===== config.mk =====
export PLATFORM = sky130hd
export DESIGN_NAME = bdrd_mul
export DESIGN_NICKNAME = d
export VERILOG_FILES = /design/src/sv/bdrd_pkg.sv /design/src/sv/bdrd_mul.sv
export SDC_FILE = /design/constraint.sdc
export NUM_CORES = 1
export LEC_CHECK = 0
export BUFFER_PORTS_ARGS = -buffer_cell sky130_fd_sc_hd__buf_2
export CORE_UTILIZATION = 42
export CTS_CLUSTER_SIZE = 28
export DETAILED_ROUTE_END_ITERATION = 7
export SYNTH_ARGS = -nofsm -noshare
export SYNTH_HDL_FRONTEND = slang
export SYNTH_SLANG_ARGS = --single-unit

===== constraint.sdc =====
create_clock -name clock -period 5.75 [get_ports clock]
set_input_delay 0.2875 -clock clock [delete_from_list [all_inputs] [get_ports clock]]
set_output_delay 0.2875 -clock clock [all_outputs]
set_load 0.05 [all_outputs]

===== src/sv/bdrd_pkg.sv =====
// bdrd_pkg: shared constants and calendar helper functions for the
// business-day return date block. No dependencies.
package bdrd_pkg;

   localparam int YEAR_W  = 14;
   localparam int MONTH_W = 4;
   localparam int DAY_W   = 5;
   localparam int WDAY_W  = 3;
   localparam int BDAYS_W = 12;

   // shared multiplier operand widths
   localparam int MUL_A_W = 15;
   localparam int MUL_B_W = 17;
   localparam int MUL_P_W = MUL_A_W + MUL_B_W;

   // floor(x/100) = (x*5243) >> 19, exact for x < 43698
   localparam logic [MUL_B_W-1:0] RECIP_100 = 17'd5243;
   // floor(x/7) = (x*74899) >> 19, exact for x < 32768
   localparam logic [MUL_B_W-1:0] RECIP_7   = 17'd74899;
   localparam int RECIP_SHIFT = 19;

   localparam logic [YEAR_W-1:0]  YEAR_MAX = 14'd16383;
   localparam logic [MONTH_W-1:0] DECEMBER = 4'd12;
   localparam logic [MONTH_W-1:0] FEBRUARY = 4'd2;
   localparam logic [WDAY_W-1:0]  FRIDAY   = 3'd5;
   localparam logic [WDAY_W-1:0]  SATURDAY = 3'd6;

   function automatic logic [DAY_W-1:0] days_in_month(input logic [MONTH_W-1:0] month,
                                                     input logic leap);
      logic [DAY_W-1:0] len;
      unique case (month)
         4'd2:                 len = leap ? 5'd29 : 5'd28;
         4'd4, 4'd6, 4'd9, 4'd11: len = 5'd30;
         default:              len = 5'd31;
      endcase
      return len;
   endfunction

   // floor(31*mm/12) for the March-based month number mm = 1..12
   function automatic logic [DAY_W-1:0] month_offset(input logic [MONTH_W-1:0] mm);
      logic [DAY_W-1:0] ofs;
      unique case (mm)
         4'd1:    ofs = 5'd2;
         4'd2:    ofs = 5'd5;
         4'd3:    ofs = 5'd7;
         4'd4:    ofs = 5'd10;
         4'd5:    ofs = 5'd12;
         4'd6:    ofs = 5'd15;
         4'd7:    ofs = 5'd18;
         4'd8:    ofs = 5'd20;
         4'd9:    ofs = 5'd23;
         4'd10:   ofs = 5'd25;
         4'd11:   ofs = 5'd28;
         4'd12:   ofs = 5'd31;
         default: ofs = 5'd0;
      endcase
      return ofs;
   endfunction

endpackage


===== src/sv/bdrd_mul.sv =====
// bdrd_mul: shared multiplier with a registered product, used for the
// reciprocal divisions. Depends on bdrd_pkg.
module bdrd_mul import bdrd_pkg::*; (
   input  logic               clock,
   input  logic [MUL_A_W-1:0] op_a,
   input  logic [MUL_B_W-1:0] op_b,
   output logic [MUL_P_W-1:0] product
);

   logic [MUL_P_W-1:0] product_ff;
   logic [MUL_P_W-1:0] product_in;

   assign product_in = MUL_P_W'(op_a) * MUL_P_W'(op_b);

   always_ff @(posedge clock) begin
      product_ff <= product_in;
   end

   assign product = product_ff;

endmodule


# Yosys cells after proc, flatten, opt, wreduce, memory -nomap -nowiden
# Index checks and enable logic that the tools add are counted.
dict set report op_classes {
  multipliers 1
}
# operator count
set ops {}
lappend ops {{15-bit by 17-bit multiplier with 32-bit output} 1}
dict set report totals {
  ff_bits 32
  in_bits 33
  out_inout_bits 32
}

# Longest topological paths before layout
dict set report logic_depth {
  depth_word 1
  depth_mapped 21
  ltp_nobuf 20
}

# Least setup slack after synthesis
# OpenSTA, ideal clock, no wires.
dict set report synth_path {
  path_type {input -> register}
  startpoint {input port op_a[0]}
  endpoint {register product_ff[22], in the netlist product[22]}
  arrival_ns 5.363
  slack_ns 0.271
  stages 20
  n_path_buf 1
  path_cell_list {clkbuf_1 -> and2_1 -> fa_1 -> inv_1 -> fa_1 -> inv_1 -> fa_1 -> inv_1 -> fa_1 -> inv_1 -> fa_1 -> inv_1 -> fa_1 -> inv_1 -> ha_1 -> nand4_1 -> o221ai_1 -> o21a_1 -> or4_1 -> and4_1}
}
dict set report synth_between {
  elab_chain_len 1
}
# item line
set synth_rtl {}
lappend synth_rtl {{start, declared} bdrd_mul.sv:5} ;# input logic [MUL_A_W-1:0] op_a,
lappend synth_rtl {{15-bit by 17-bit multiplier with 32-bit output} bdrd_mul.sv:13} ;# assign product_in = MUL_P_W'(op_a) * MUL_P_W'(op_b);
lappend synth_rtl {{via product_in[22]} bdrd_mul.sv:11} ;# logic [MUL_P_W-1:0] product_in;
lappend synth_rtl {{end signal, assigned} bdrd_mul.sv:16} ;# product_ff <= product_in;
lappend synth_rtl {{end, declared} bdrd_mul.sv:10} ;# logic [MUL_P_W-1:0] product_ff;
# The timed path passes the listed nets, and every way through them passes these cells.

# Final worst setup path
dict set report layout_path {
  startpoint {input port op_a[0]}
  endpoint {register product_ff[28], in the netlist product[28]}
}
# Same word-level chain as after synthesis.

==> metrics.md <==
| Metric | Value |
|---|---|
| Ys async rst share | 0 |
| ANT nets after route | 0 |
| Detailed-route wire length | 21300 um |
| Wire length on met2 | approximately 11000 um |
| Row Count | 53 |
| Pin count of the biggest net entering global routing | 18 |
| CP max stage delay | 530 ps |
| Crit path buffers/inverters | 7 |
| Commonest non-fill, non-tap cells in the layout | inv_1, fa_1, and2_1, nand2_1, ha_1 |
| Placed Instance Area | between 9000 and 10000 um2 |
| Num Clock Sinks | 32 |
| Fmax | 0.185 GHz |
| Crit start category | input pin |
| Yosys cell types | between 40 and 50 |
| Transition time of the tightest slew-check pin | roughly 480 ps |
| Top_reg_cell synth | dfxtp_1 |
| Post-detail-place hpwl | 18900 um |
| Avg Cell Area, Syn | 8.95 um2 |
| Mapped Nets | 1348 |
| Commonest non-fill, non-tap cell in the layout | inv_1 |
| H-tree depth | 2 |
| GRT Util Overall | 0.202 |
| Max-slew headroom | 0.678 |
| Share of cells above drive strength 1 | 0.105 |
| Max layer used | met4 |
| Clock buffer count from CTS | 5 |
| Final setup viols | 0 |
| Largest register FFs | 32 |
| CTS Buffer Depth | 2 |
| Die span in x | 150 um |
| Worst hold path class | in2reg |
| Initial Util | 0.433 |
| First-pass GRT wire length | 35300 um |
| CP endpoint kind | flip-flop |
| Arr. time, crit path | 5570 ps |
| Final Slew Violations | 0 |
| Footprint of the multi-input gates | about 7600 um2 |
| Register Area | 641 um2 |
| CTS root buf | clkbuf_16 |
| Wirelength per Cell | roughly 15 um |
| Drt via density | 5.05 |
| Status | finished, final reports clean |
| 1st-iter DRT viols | 259 |
| CP max FO | 11 |
| Via count | 6948 |
| Die height | 150 um |
| Final Hold Viols | 0 |
| Crit path depth | 21 |
| Initial antenna violation count | 1 |
| Crit Path Class | in2reg |
| Io pins | 65 |
| Worst-path cell chain | buf_2, and2_1, fa_1, inv_1, fa_1, inv_1, fa_1, inv_1, fa_1, inv_1, fa_1, inv_1, fa_1, inv_1, ha_1, nand4_1, nor2_1, o2111ai_1, a211oi_1, o21ai_0, xnor2_1 |
| Routability Congestion | between 0.8 and 0.9 |
| Worst EP required | 5910 ps |
| Reg clk slew, reported paths | 60 ps |
| Post-Route Setup TNS | 0 ps |
| Mapped Area | 9180 um2 |
| Core footprint | between 20000 and 25000 um2 |
| Number of global-route vias before repair | 7249 |
| Port Buffer Count | 64 |
| Critical path's top delay family | adder cells |
| Post-CTS Setup Inserts | 0 |
| Final instance area | between 10000 and 15000 um2 |
| RSZ-0062 raised after global routing | no |
| Slowest CP cell | fa_1 |
| Post-Syn Instances | just over 1000 |
| Post-synth EDFFs | 0 |
| Final period util | 0.941 |
| Die area | 22500 um2 |
| Synthesis-to-layout area growth | 10.8% |
| DR pass1 iterations | 5 |
| Final nets | 1421 |
| Yosys warnings | 0 |
| Filler instances | 2100 |
| Seq cells post-synth | 32 |
| Global route total overflow | 0 |
| Max-cap violation count | 0 |
| Final min period | around 5400 ps |
| Drt drc | 0 |
| Wire length on met1 | 8960 um |
| Met3 wire len | 1010 um |
| Post-synthesis sequential area ratio | 0.0698 |
| Hold-critical path depth | 3 |
| TritonCTS clock tree | built |
[logic make-up (layout without fill, tap and decap cells)]
family | count (synthesis) | count (layout) | synth area share
buf+inv | 253 | 327 | 0.104
fa+ha+maj | 289 | 289 | 0.552
flops | 32 | 32 | 0.0698
simple gates | 341 | 341 | 0.192
xor+xnor | 26 | 26 | 0.0248
compound gates | 85 | 85 | 0.0583
other cells | 0 | 2 | 0
[synthesized netlist by cell type (all sizes together), types with 2 or more instances]
library cell	number	area, um2
a211oi	3	22.5
a21o	6	45.0
a21oi	28	144
a31oi	4	25.0
and2	155	970
and3	3	18.8
and4	4	37.5
clkbuf	36	135
dfxtp	32	641
fa	193	3860
ha	96	1200
inv	216	811
nand2	131	492
nand2b	2	12.5
nand3	5	25.0
nand4	5	31.3
nor2	20	75.1
nor2b	2	12.5
nor3	4	20.0
nor4	2	12.5
o2111ai	3	26.3
o211a	2	20.0
o211ai	5	37.5
o21a	4	30.0
o21ai	20	100
o31a	2	17.5
or2	2	12.5
or3	4	25.0
xnor2	18	158
xor2	8	70.1
[path summary, 6_finish.rpt]
check / startpoint / end / slack [ps]
worst min-delay path: op_a[0] / product[0] / 540
worst max-delay path: op_a[0] / product[28] / 340
[timing repair]
item	CTS	global route
hold buffers	0	0
setup endpoints to repair	0	1
resized for setup	0	1
[through the flow]
step	worst slack, ps	hold WS, ps	utilization	std cells
4_1_cts	304	537	0.479	1375
3_3_place_gp	88.4	756	0.471	1367
6_report	340	542	0.479	1377
3_5_place_dp	28.6	756	0.471	1367
2_1_floorplan	271	409	-	1026
5_1_grt	30.2	559	0.479	1375
[per-layer routing]
layer  vias to the layer above  track usage
met1                      3504        0.251
li1                       3241            -
met5                         -            0
met3                        39       0.0314
met2                       164        0.359
met4                         0       0.0591
[final cells by class]
class                      instances  area share
inverter                         216      0.0797
tap                              275      0.0338
clock inverter                     3     0.00418
antenna                            2    0.000492
sequential                        32      0.0630
timing repair buffer             103      0.0603
clock buffer                       5      0.0123
multi-input combinational        741       0.746
Power is left out: the tool's default activity adds up to more than one toggle a clock period on the data nets, which glitch-free logic cannot reach.
